[config.mk]
export PLATFORM = sky130hd
export DESIGN_NAME = periodic_task_table_scheduler
export DESIGN_NICKNAME = d
export VERILOG_FILES = /design/src/rtl/core/ptts_pkg.sv /design/src/rtl/core/ptts_datapath.sv /design/src/rtl/core/ptts_ctrl.sv /design/src/rtl/core/periodic_task_table_scheduler.sv
export SDC_FILE = /design/constraint.sdc
export NUM_CORES = 1
export LEC_CHECK = 0
export BUFFER_PORTS_ARGS = -buffer_cell sky130_fd_sc_hd__buf_2
export CAP_MARGIN = 20
export CORE_UTILIZATION = 66
export CTS_BUF_LIST = sky130_fd_sc_hd__clkbuf_4 sky130_fd_sc_hd__clkbuf_8
export DETAILED_ROUTE_END_ITERATION = 7
export PLACE_DENSITY_LB_ADDON = 0.05
export SLEW_MARGIN = 20
export SYNTH_ARGS = -nofsm -noshare
export SYNTH_HDL_FRONTEND = slang
export SYNTH_SLANG_ARGS = --single-unit
[constraint.sdc]
create_clock -name clock -period 10.9 [get_ports clock]
set_input_delay 0 -clock clock [delete_from_list [all_inputs] [get_ports clock]]
set_output_delay 0 -clock clock [all_outputs]
set_load 0.1 [all_outputs]
[src/rtl/core/ptts_pkg.sv]
// ----------------------------------------------------------------------------
// ptts_pkg
// Shared types, constants and helpers for the periodic task table scheduler.
// ----------------------------------------------------------------------------
package ptts_pkg;

   localparam int TASK_SLOTS = 8;
   localparam int TICK_WIDTH = 16;
   localparam int SLOT_W     = (TASK_SLOTS > 1) ? $clog2(TASK_SLOTS) : 1;

   // payload widths fixed by the interface
   localparam int OPCODE_W  = 2;
   localparam int MS_W      = 20;
   localparam int TARGET_W  = 8;
   localparam int KIND_W    = 3;
   localparam int TSLOT_W   = 3;
   localparam int PENDING_W = 8;

   // ms / 10 as (ms * ceil(2^23 / 10)) >> 23, exact for every 20-bit ms
   localparam int                RECIP_W   = 20;
   localparam logic [RECIP_W-1:0] RECIP_10 = 20'hCCCCD;
   localparam int                PROD_W    = MS_W + RECIP_W;
   localparam int                QUO_SHIFT = 23;
   localparam int                QUO_W     = PROD_W - QUO_SHIFT;
   localparam int                CMP_W     = (QUO_W > TICK_WIDTH) ? QUO_W : TICK_WIDTH;

   typedef logic [TICK_WIDTH-1:0] tick_type;
   typedef logic [PENDING_W-1:0]  pending_type;
   typedef logic [SLOT_W-1:0]     slot_type;
   typedef logic [PROD_W-1:0]     prod_type;

   localparam tick_type          TICK_MAX     = {TICK_WIDTH{1'b1}};
   localparam logic [CMP_W-1:0]  TICK_MAX_EXT = CMP_W'(TICK_MAX);
   localparam pending_type       PENDING_MAX  = {PENDING_W{1'b1}};

   // opcodes
   localparam logic [OPCODE_W-1:0] OP_ADD  = 2'd0;
   localparam logic [OPCODE_W-1:0] OP_TICK = 2'd1;
   localparam logic [OPCODE_W-1:0] OP_DISP = 2'd2;
   localparam logic [OPCODE_W-1:0] OP_DEL  = 2'd3;

   // result kinds
   localparam logic [KIND_W-1:0] K_ADDED   = 3'd0;
   localparam logic [KIND_W-1:0] K_FULL    = 3'd1;
   localparam logic [KIND_W-1:0] K_TICK    = 3'd2;
   localparam logic [KIND_W-1:0] K_RUN     = 3'd3;
   localparam logic [KIND_W-1:0] K_NONE    = 3'd4;
   localparam logic [KIND_W-1:0] K_DELETED = 3'd5;
   localparam logic [KIND_W-1:0] K_BAD     = 3'd6;

   // where the slot number of a result word comes from
   localparam logic [1:0] SRC_ZERO   = 2'd0;
   localparam logic [1:0] SRC_IDX    = 2'd1;
   localparam logic [1:0] SRC_FREE   = 2'd2;
   localparam logic [1:0] SRC_TARGET = 2'd3;

   typedef struct packed {
      logic              lat_en;
      logic              mul_en;
      logic              mul_period;
      logic              dq_en;
      logic              add_wr;
      logic              tick_en;
      logic              disp_en;
      logic              del_en;
      logic              out_en;
      logic [KIND_W-1:0] out_kind;
      logic [1:0]        out_src;
      logic              out_last;
      slot_type          idx;
   } cmd_type;

   typedef struct packed {
      logic full;
      logic target_ok;
      logic due_here;
      logic due_above;
   } status_type;

   function automatic tick_type sat_ticks(input logic [QUO_W-1:0] q);
      logic [CMP_W-1:0] qe;
      qe = CMP_W'(q);
      if (qe > TICK_MAX_EXT) begin
         return TICK_MAX;
      end
      return tick_type'(qe);
   endfunction

endpackage

[src/rtl/core/ptts_datapath.sv]
// ----------------------------------------------------------------------------
// ptts_datapath
// Slot table, shared reciprocal multiplier for ms-to-tick conversion,
// per-slot tick/dispatch update and the result word register.
// ----------------------------------------------------------------------------
module ptts_datapath (
   input  logic                               clock,
   input  logic                               reset,
   input  ptts_pkg::cmd_type                  cmd,
   output ptts_pkg::status_type               status,
   input  logic [ptts_pkg::MS_W-1:0]          req_delay_ms,
   input  logic [ptts_pkg::MS_W-1:0]          req_period_ms,
   input  logic [ptts_pkg::TARGET_W-1:0]      req_target_slot,
   output logic [ptts_pkg::KIND_W-1:0]        rsp_result_kind,
   output logic [ptts_pkg::TSLOT_W-1:0]       rsp_task_slot,
   output logic                               rsp_last_result
);

   logic [ptts_pkg::MS_W-1:0]     delay_ms_ff;
   logic [ptts_pkg::MS_W-1:0]     period_ms_ff;
   logic [ptts_pkg::TARGET_W-1:0] target_ff;
   ptts_pkg::prod_type            prod_ff;
   ptts_pkg::prod_type            prod_in;
   ptts_pkg::tick_type            dq_ff;
   ptts_pkg::tick_type            pq;

   logic [ptts_pkg::TASK_SLOTS-1:0] valid_ff, valid_in;
   ptts_pkg::tick_type    delay_ff   [ptts_pkg::TASK_SLOTS];
   ptts_pkg::tick_type    delay_in   [ptts_pkg::TASK_SLOTS];
   ptts_pkg::tick_type    period_ff  [ptts_pkg::TASK_SLOTS];
   ptts_pkg::tick_type    period_in  [ptts_pkg::TASK_SLOTS];
   ptts_pkg::pending_type pending_ff [ptts_pkg::TASK_SLOTS];
   ptts_pkg::pending_type pending_in [ptts_pkg::TASK_SLOTS];

   logic [ptts_pkg::TASK_SLOTS-1:0] due;
   ptts_pkg::slot_type free_idx;
   ptts_pkg::slot_type tgt_idx;
   logic               full;
   logic               due_above;

   logic [ptts_pkg::KIND_W-1:0]  kind_ff;
   logic [ptts_pkg::TSLOT_W-1:0] tslot_ff, tslot_in;
   logic                         last_ff;

   assign tgt_idx = target_ff[ptts_pkg::SLOT_W-1:0];
   assign pq      = ptts_pkg::sat_ticks(prod_ff[ptts_pkg::PROD_W-1:ptts_pkg::QUO_SHIFT]);

   // one multiplier, used for delay then period
   always_comb begin
      prod_in = (cmd.mul_period ? ptts_pkg::PROD_W'(period_ms_ff) : ptts_pkg::PROD_W'(delay_ms_ff))
                * ptts_pkg::PROD_W'(ptts_pkg::RECIP_10);
   end

   // lowest free slot
   always_comb begin
      free_idx = '0;
      full     = 1'b1;
      for (int s = ptts_pkg::TASK_SLOTS - 1; s >= 0; s--) begin
         if (!valid_ff[s]) begin
            free_idx = ptts_pkg::slot_type'(s);
            full     = 1'b0;
         end
      end
   end

   always_comb begin
      due_above = 1'b0;
      for (int s = 0; s < ptts_pkg::TASK_SLOTS; s++) begin
         due[s] = valid_ff[s] && (pending_ff[s] != '0);
         if (ptts_pkg::slot_type'(s) > cmd.idx && due[s]) begin
            due_above = 1'b1;
         end
      end
   end

   assign status.full      = full;
   assign status.target_ok = target_ff < ptts_pkg::TARGET_W'(ptts_pkg::TASK_SLOTS);
   assign status.due_here  = due[cmd.idx];
   assign status.due_above = due_above;

   always_comb begin
      valid_in   = valid_ff;
      delay_in   = delay_ff;
      period_in  = period_ff;
      pending_in = pending_ff;
      if (cmd.add_wr) begin
         valid_in[free_idx]   = 1'b1;
         delay_in[free_idx]   = dq_ff;
         period_in[free_idx]  = pq;
         pending_in[free_idx] = '0;
      end
      if (cmd.tick_en && valid_ff[cmd.idx]) begin
         if (delay_ff[cmd.idx] != '0) begin
            delay_in[cmd.idx] = delay_ff[cmd.idx] - ptts_pkg::tick_type'(1);
         end else begin
            delay_in[cmd.idx] = period_ff[cmd.idx];
            if (pending_ff[cmd.idx] != ptts_pkg::PENDING_MAX) begin
               pending_in[cmd.idx] = pending_ff[cmd.idx] + ptts_pkg::pending_type'(1);
            end
         end
      end
      if (cmd.disp_en) begin
         pending_in[cmd.idx] = pending_ff[cmd.idx] - ptts_pkg::pending_type'(1);
         // one-shot task leaves the table once run
         if (period_ff[cmd.idx] == '0) begin
            valid_in[cmd.idx] = 1'b0;
         end
      end
      if (cmd.del_en) begin
         valid_in[tgt_idx] = 1'b0;
      end
   end

   always_comb begin
      case (cmd.out_src)
         ptts_pkg::SRC_IDX:    tslot_in = ptts_pkg::TSLOT_W'(cmd.idx);
         ptts_pkg::SRC_FREE:   tslot_in = ptts_pkg::TSLOT_W'(free_idx);
         ptts_pkg::SRC_TARGET: tslot_in = ptts_pkg::TSLOT_W'(tgt_idx);
         default:              tslot_in = '0;
      endcase
   end

   always_ff @(posedge clock) begin
      if (reset) begin
         valid_ff <= '0;
      end else begin
         valid_ff <= valid_in;
      end
   end

   always_ff @(posedge clock) begin
      delay_ff   <= delay_in;
      period_ff  <= period_in;
      pending_ff <= pending_in;
      if (cmd.lat_en) begin
         delay_ms_ff  <= req_delay_ms;
         period_ms_ff <= req_period_ms;
         target_ff    <= req_target_slot;
      end
      if (cmd.mul_en) begin
         prod_ff <= prod_in;
      end
      if (cmd.dq_en) begin
         dq_ff <= pq;
      end
      if (cmd.out_en) begin
         kind_ff  <= cmd.out_kind;
         tslot_ff <= tslot_in;
         last_ff  <= cmd.out_last;
      end
   end

   assign rsp_result_kind = kind_ff;
   assign rsp_task_slot   = tslot_ff;
   assign rsp_last_result = last_ff;

endmodule

[src/rtl/core/ptts_ctrl.sv]
// ----------------------------------------------------------------------------
// ptts_ctrl
// Request sequencer: conversion steps for add, one-slot-per-cycle scan for
// tick and dispatch (stalled by a full output), and the result valid flag.
// ----------------------------------------------------------------------------
module ptts_ctrl (
   input  logic                          clock,
   input  logic                          reset,
   input  logic                          req_valid,
   output logic                          req_ready,
   input  logic [ptts_pkg::OPCODE_W-1:0] req_opcode,
   output logic                          rsp_valid,
   input  logic                          rsp_ready,
   output ptts_pkg::cmd_type             cmd,
   input  ptts_pkg::status_type          status
);

   localparam logic [2:0] S_IDLE  = 3'd0;
   localparam logic [2:0] S_ADD_D = 3'd1;
   localparam logic [2:0] S_ADD_P = 3'd2;
   localparam logic [2:0] S_ADD_W = 3'd3;
   localparam logic [2:0] S_SCAN  = 3'd4;
   localparam logic [2:0] S_DEL   = 3'd5;

   localparam ptts_pkg::slot_type LAST_IDX = ptts_pkg::slot_type'(ptts_pkg::TASK_SLOTS - 1);

   logic [2:0]                    state_ff, state_in;
   logic [ptts_pkg::OPCODE_W-1:0] op_ff, op_in;
   ptts_pkg::slot_type            idx_ff, idx_in;
   logic                          rsp_valid_ff, rsp_valid_in;
   logic                          can_emit;
   logic                          is_end;

   // a new word may be loaded when the output register is empty or draining
   assign can_emit = !rsp_valid_ff || rsp_ready;
   assign is_end   = idx_ff == LAST_IDX;

   always_comb begin
      state_in  = state_ff;
      op_in     = op_ff;
      idx_in    = idx_ff;
      req_ready = 1'b0;
      cmd       = '0;
      cmd.idx   = idx_ff;
      unique case (state_ff)
         S_IDLE: begin
            req_ready = 1'b1;
            if (req_valid) begin
               cmd.lat_en = 1'b1;
               op_in      = req_opcode;
               idx_in     = '0;
               unique case (req_opcode) inside
                  ptts_pkg::OP_ADD:                   state_in = S_ADD_D;
                  ptts_pkg::OP_TICK, ptts_pkg::OP_DISP: state_in = S_SCAN;
                  default:                            state_in = S_DEL;
               endcase
            end
         end
         S_ADD_D: begin
            cmd.mul_en = 1'b1;
            state_in   = S_ADD_P;
         end
         S_ADD_P: begin
            cmd.dq_en      = 1'b1;
            cmd.mul_en     = 1'b1;
            cmd.mul_period = 1'b1;
            state_in       = S_ADD_W;
         end
         S_ADD_W: begin
            if (can_emit) begin
               cmd.out_en   = 1'b1;
               cmd.out_last = 1'b1;
               if (status.full) begin
                  cmd.out_kind = ptts_pkg::K_FULL;
                  cmd.out_src  = ptts_pkg::SRC_ZERO;
               end else begin
                  cmd.add_wr   = 1'b1;
                  cmd.out_kind = ptts_pkg::K_ADDED;
                  cmd.out_src  = ptts_pkg::SRC_FREE;
               end
               state_in = S_IDLE;
            end
         end
         S_DEL: begin
            if (can_emit) begin
               cmd.out_en   = 1'b1;
               cmd.out_last = 1'b1;
               if (status.target_ok) begin
                  cmd.del_en   = 1'b1;
                  cmd.out_kind = ptts_pkg::K_DELETED;
                  cmd.out_src  = ptts_pkg::SRC_TARGET;
               end else begin
                  cmd.out_kind = ptts_pkg::K_BAD;
                  cmd.out_src  = ptts_pkg::SRC_ZERO;
               end
               state_in = S_IDLE;
            end
         end
         S_SCAN: begin
            if (op_ff == ptts_pkg::OP_TICK) begin
               if (!is_end) begin
                  cmd.tick_en = 1'b1;
                  idx_in      = idx_ff + ptts_pkg::slot_type'(1);
               end else if (can_emit) begin
                  cmd.tick_en  = 1'b1;
                  cmd.out_en   = 1'b1;
                  cmd.out_kind = ptts_pkg::K_TICK;
                  cmd.out_src  = ptts_pkg::SRC_ZERO;
                  cmd.out_last = 1'b1;
                  state_in     = S_IDLE;
               end
            end else if (status.due_here) begin
               if (can_emit) begin
                  cmd.disp_en  = 1'b1;
                  cmd.out_en   = 1'b1;
                  cmd.out_kind = ptts_pkg::K_RUN;
                  cmd.out_src  = ptts_pkg::SRC_IDX;
                  cmd.out_last = !status.due_above;
                  // nothing due further up: this run is the final word
                  if (!status.due_above) begin
                     state_in = S_IDLE;
                  end else begin
                     idx_in = idx_ff + ptts_pkg::slot_type'(1);
                  end
               end
            end else if (!is_end) begin
               idx_in = idx_ff + ptts_pkg::slot_type'(1);
            end else if (can_emit) begin
               // reached the top with no run emitted
               cmd.out_en   = 1'b1;
               cmd.out_kind = ptts_pkg::K_NONE;
               cmd.out_src  = ptts_pkg::SRC_ZERO;
               cmd.out_last = 1'b1;
               state_in     = S_IDLE;
            end
         end
         default: begin
            state_in = S_IDLE;
         end
      endcase
   end

   always_comb begin
      rsp_valid_in = rsp_valid_ff;
      if (cmd.out_en) begin
         rsp_valid_in = 1'b1;
      end else if (rsp_ready) begin
         rsp_valid_in = 1'b0;
      end
   end

   always_ff @(posedge clock) begin
      if (reset) begin
         state_ff     <= S_IDLE;
         op_ff        <= ptts_pkg::OP_ADD;
         idx_ff       <= '0;
         rsp_valid_ff <= 1'b0;
      end else begin
         state_ff     <= state_in;
         op_ff        <= op_in;
         idx_ff       <= idx_in;
         rsp_valid_ff <= rsp_valid_in;
      end
   end

   assign rsp_valid = rsp_valid_ff;

endmodule

[src/rtl/core/periodic_task_table_scheduler.sv]
// Add: two passes of the shared ms-to-tick multiplier before the result word is loaded.
// Tick: one slot per cycle through the table; only the last slot waits on output stalls.
// Dispatch: one run word per due slot (a none word if none is due), held by output stalls.
// One request in flight; the next is taken once the last word is loaded in the output register.
// Synchronous active-high reset frees every slot at once and empties the output register.
// ----------------------------------------------------------------------------
// periodic_task_table_scheduler
// Time-triggered cooperative task table: add, tick, dispatch and delete.
// ----------------------------------------------------------------------------
module periodic_task_table_scheduler (
   input  logic                          clock,
   input  logic                          reset,
   input  logic                          req_valid,
   output logic                          req_ready,
   input  logic [ptts_pkg::OPCODE_W-1:0] req_opcode,
   input  logic [ptts_pkg::MS_W-1:0]     req_delay_ms,
   input  logic [ptts_pkg::MS_W-1:0]     req_period_ms,
   input  logic [ptts_pkg::TARGET_W-1:0] req_target_slot,
   output logic                          rsp_valid,
   input  logic                          rsp_ready,
   output logic [ptts_pkg::KIND_W-1:0]   rsp_result_kind,
   output logic [ptts_pkg::TSLOT_W-1:0]  rsp_task_slot,
   output logic                          rsp_last_result
);

   ptts_pkg::cmd_type    cmd;
   ptts_pkg::status_type status;

   ptts_ctrl u_ctrl (
      .clock      (clock),
      .reset      (reset),
      .req_valid  (req_valid),
      .req_ready  (req_ready),
      .req_opcode (req_opcode),
      .rsp_valid  (rsp_valid),
      .rsp_ready  (rsp_ready),
      .cmd        (cmd),
      .status     (status)
   );

   ptts_datapath u_datapath (
      .clock           (clock),
      .reset           (reset),
      .cmd             (cmd),
      .status          (status),
      .req_delay_ms    (req_delay_ms),
      .req_period_ms   (req_period_ms),
      .req_target_slot (req_target_slot),
      .rsp_result_kind (rsp_result_kind),
      .rsp_task_slot   (rsp_task_slot),
      .rsp_last_result (rsp_last_result)
   );

endmodule
==> run summary <==
outcome: finished with violations
violated checks: DRC
Worst Path Arrival: 9200 ps
Core Area: 0.04001 mm^2
number of slew-limit violations in the final report: 0
reg2reg setup slack: 2140 ps
final worst-path cycle share: 80.32%
required time at the endpoint of the critical path: 11340 ps
final global-route overflow total: 0
Die Outline Area: 0.04167 mm^2
Sink Count: 425
transition time at the pin with the least slew margin: 1104 ps
launch point of the worst reg-to-reg path: u_ctrl.state_ff[1]
share of Yosys cell area claimed by the top area cell type: 24.05%
count of port buffers added during placement: 62
fin crit period: 8755 ps
clk_lat worst skew: 670 ps
endpoints failing hold: 0
vias after detailed routing: 21190
library cell contributing the largest single delay on the critical path: or4b_2
Max Freq: 114.2 MHz
clk buf depth: 3
Max FO, Critical Path: 38
count of TritonRoute iterations in the first routing pass: 8
clock-pin transition on the worst setup and hold timing paths: 60 ps
launch point of the worst path: u_ctrl.state_ff[1]
compound-gate portion of the synthesized area: 11.24%
HPWL after detailed placement: 55610 um
Ys Warns: 0
number of post-CTS setup repair buffers: 0
number of instances in the synthesized netlist: 2623
number of design-rule violations left by the first detailed-router iteration: 2542
hold crit path type: primary input to flip-flop
horizontal die dimension: 204.1 um
Buffers & Inverters on Critical Path: 4
count of cells resized by post-cts repair: 0
simple logic cell fraction of the synthesized area: 12.98%
Final setup viols: 0
Antenna Violating Nets Remaining: 0
sequential element share of the synthesized area: 39.57%
area share of fa/ha/maj cells after synthesis: 19.21%
kind of end point of the critical path: flip-flop
number of buffers inserted during clock tree synthesis: 72
final layout net count: 3127
highest cell delay on the worst timing path: 620 ps
xor/xnor cell area share of the yosys netlist: 2.046%
initial core utilization: 67.41%
Worst R2R End: u_datapath.prod_ff[38]
number of H-tree branching levels: 3
Unique masters post-synth: 86
multiplexer share of the synthesized area: 9.818%
total nets after synthesis: 3013
initial antenna violation count: 0
buffer type at the clock tree root: clkbuf_8
unrepaired setup endpoints after global routing: no
number of synthesized flops with an enable pin: 216
gpl congestion: 0.9956
startpoint-to-endpoint class of the critical path: flip-flop to flip-flop
via count of the first global-routing pass: 21230
number of violations of the max-capacitance limit: 0
post-route clock skew: 48.59 ps
GRT Util Overall: 39.64%
number of register bits inferred by synthesis: 425
Relative slew margins: 26.29%
setup TNS after final layout: 0 ps
number of hold-repair buffers added at the cts stage: 55
post-synthesis cell area: 0.02697 mm^2
clock tree from TritonCTS: built
Critical Path, Cell by Cell: nor3b_4 > buf_4 > mux2i_1 > inv_1 > ha_1 > fa_1 > ha_1 > inv_1 > fa_1 > inv_1 > fa_1 > fa_1 > fa_1 > ha_1 > or3_1 > a211o_1 > a31oi_1 > o31ai_1 > o2111ai_1 > a21oi_1 > a31oi_1 > or4b_2 > o311ai_0
sink of the worst hold path: u_datapath.target_ff[2]
most instantiated flip-flop cell in the synthesis netlist: edfxtp_1
ranking of synthesized cells by area: edfxtp_1 (24%), dfxtp_1 (16%), fa_1 (9.7%)
maximum number of pins on one net before global-route repair: 56
global-route wire length before repair: 123300 um
Inserted Diodes: 0
worst hold path cell count: 2
startpoint kind of the worst setup timing path: flip-flop
main combinational cell family by area after synthesis: adder cells
fill cell total of the finished layout: 2800
async set-or-reset flop fraction in the synthesized netlist: 0%
count of standard-cell rows: 73
final core utilization: 74.28%
commonest non-fill, non-tap cells in the layout: nand2_1 (463), inv_1 (217), edfxtp_1 (216)
ratio of cells with drive above 1 in the final layout: 14.92%
average wire per standard cell: 24.69 um
vias per cell: 6.394
signed area change from the synthesized netlist to the final layout: 10.20%
# IOs: 63
DRC errors left: 3
Avg Synthesized Cell Area: 10.28 um^2
launch instance of the worst min-delay path: req_target_slot[2]
height of the die: 204.1 um
most common library cell in the layout ignoring fill and taps: nand2_1
critical path's top delay family: adder cells
cell taking the most area after synthesis: edfxtp_1
Routed WL: 81830 um
number of cells on the worst reg-to-reg path: 23
library cell appearing most often on the critical path: fa_1
Yosys cell counts, types with 20 or more instances:
| library cell | instances |
|---|---|
| nand2_1 | 464 |
| a31oi_1 | 22 |
| xnor2_1 | 41 |
| nor2_1 | 90 |
| nor3_1 | 26 |
| dfxtp_1 | 209 |
| nand3_1 | 36 |
| nor4_1 | 20 |
| a221oi_1 | 37 |
| fa_1 | 130 |
| o21ai_1 | 22 |
| mux2i_1 | 73 |
| or2_2 | 21 |
| ha_1 | 206 |
| a21oi_1 | 51 |
| mux2_1 | 26 |
| a22oi_1 | 26 |
| mux2_2 | 117 |
| edfxtp_1 | 216 |
| clkbuf_1 | 80 |
| o21ai_0 | 166 |
| xor2_1 | 22 |
| inv_1 | 217 |
cells by family (layout without fill, tap and decap cells):
family / Yosys count / count (layout)
compound gates: 460 / 460
xor+xnor: 63 / 63
fa+ha+maj: 336 / 336
buf+inv: 345 / 511
flops: 425 / 425
mux: 230 / 230
simple gates: 764 / 764
flip-flops by register name (all words and copies together) (netlist names), 8 cells and up:
name and flops:
u_datapath.dq_ff 16, u_datapath.target_ff 8, u_datapath.delay_ms_ff 20, u_datapath.valid_ff 8, u_datapath.pending_ff 64, u_datapath.period_ff 128, u_datapath.delay_ff 128, u_datapath.prod_ff 17
u_datapath.period_ms_ff 20
metal layers:
metal  up-vias  wire, um  track usage (%)
li1       9475         -                -
met1     10190     29560            47.89
met2      1209     40290            67.94
met3       311      7737            7.302
met4         0      4240            19.67
met5         -         0                0
per-stage QoR:
stage | area, um^2 | worst slack [ps] | std cells | hold slack [ps]
2_1_floorplan | 26970 | 2221 | 2623 | 83.06
5_1_grt | 29720 | 1653 | 3314 | 48.40
3_5_place_dp | 27740 | 2227 | 3132 | 178.1
4_1_cts | 29710 | 2134 | 3313 | 35.72
6_report | 29720 | 2145 | 3314 | 55.77
3_3_place_gp | 27740 | 2463 | 3132 | 177.3
layout make-up:
type	count	area (um^2)	share of cell area (%)
sequential	425	10680	35.94
clock inverter	23	146.4	0.4926
inverter	225	844.6	2.842
timing repair buffer	160	1181	3.975
multi-input combinational	1853	14930	50.25
tap	525	656.9	2.210
clock buffer	103	1274	4.286
how the worst max path moves through the flow:
| stage | slack, ps | end | cells after the start |
|---|---|---|---|
| finish | 2140 | u_datapath.prod_ff[38] | 23 |
| global route | 1650 | u_datapath.prod_ff[38] | 23 |
| CTS | 2130 | u_datapath.prod_ff[38] | 23 |
| detailed placement | 2230 | u_datapath.prod_ff[38] | 23 |
| floorplan | 2220 | u_datapath.prod_ff[38] | 27 |
| global placement | 2460 | u_datapath.prod_ff[38] | 25 |
worst reg2reg max path, delay by kind of cell, from the launching register on:
| kind | cells | cell delay (ps) |
|---|---|---|
| compound gates | 7 | 1710 |
| fa+ha+maj | 8 | 3620 |
| buf+inv | 4 | 950 |
| flops | 1 | 540 |
| mux | 1 | 510 |
| simple gates | 3 | 1230 |
Power is not shown: default switching activity piles up to over one toggle a cycle in this logic, so the estimate is an artifact.
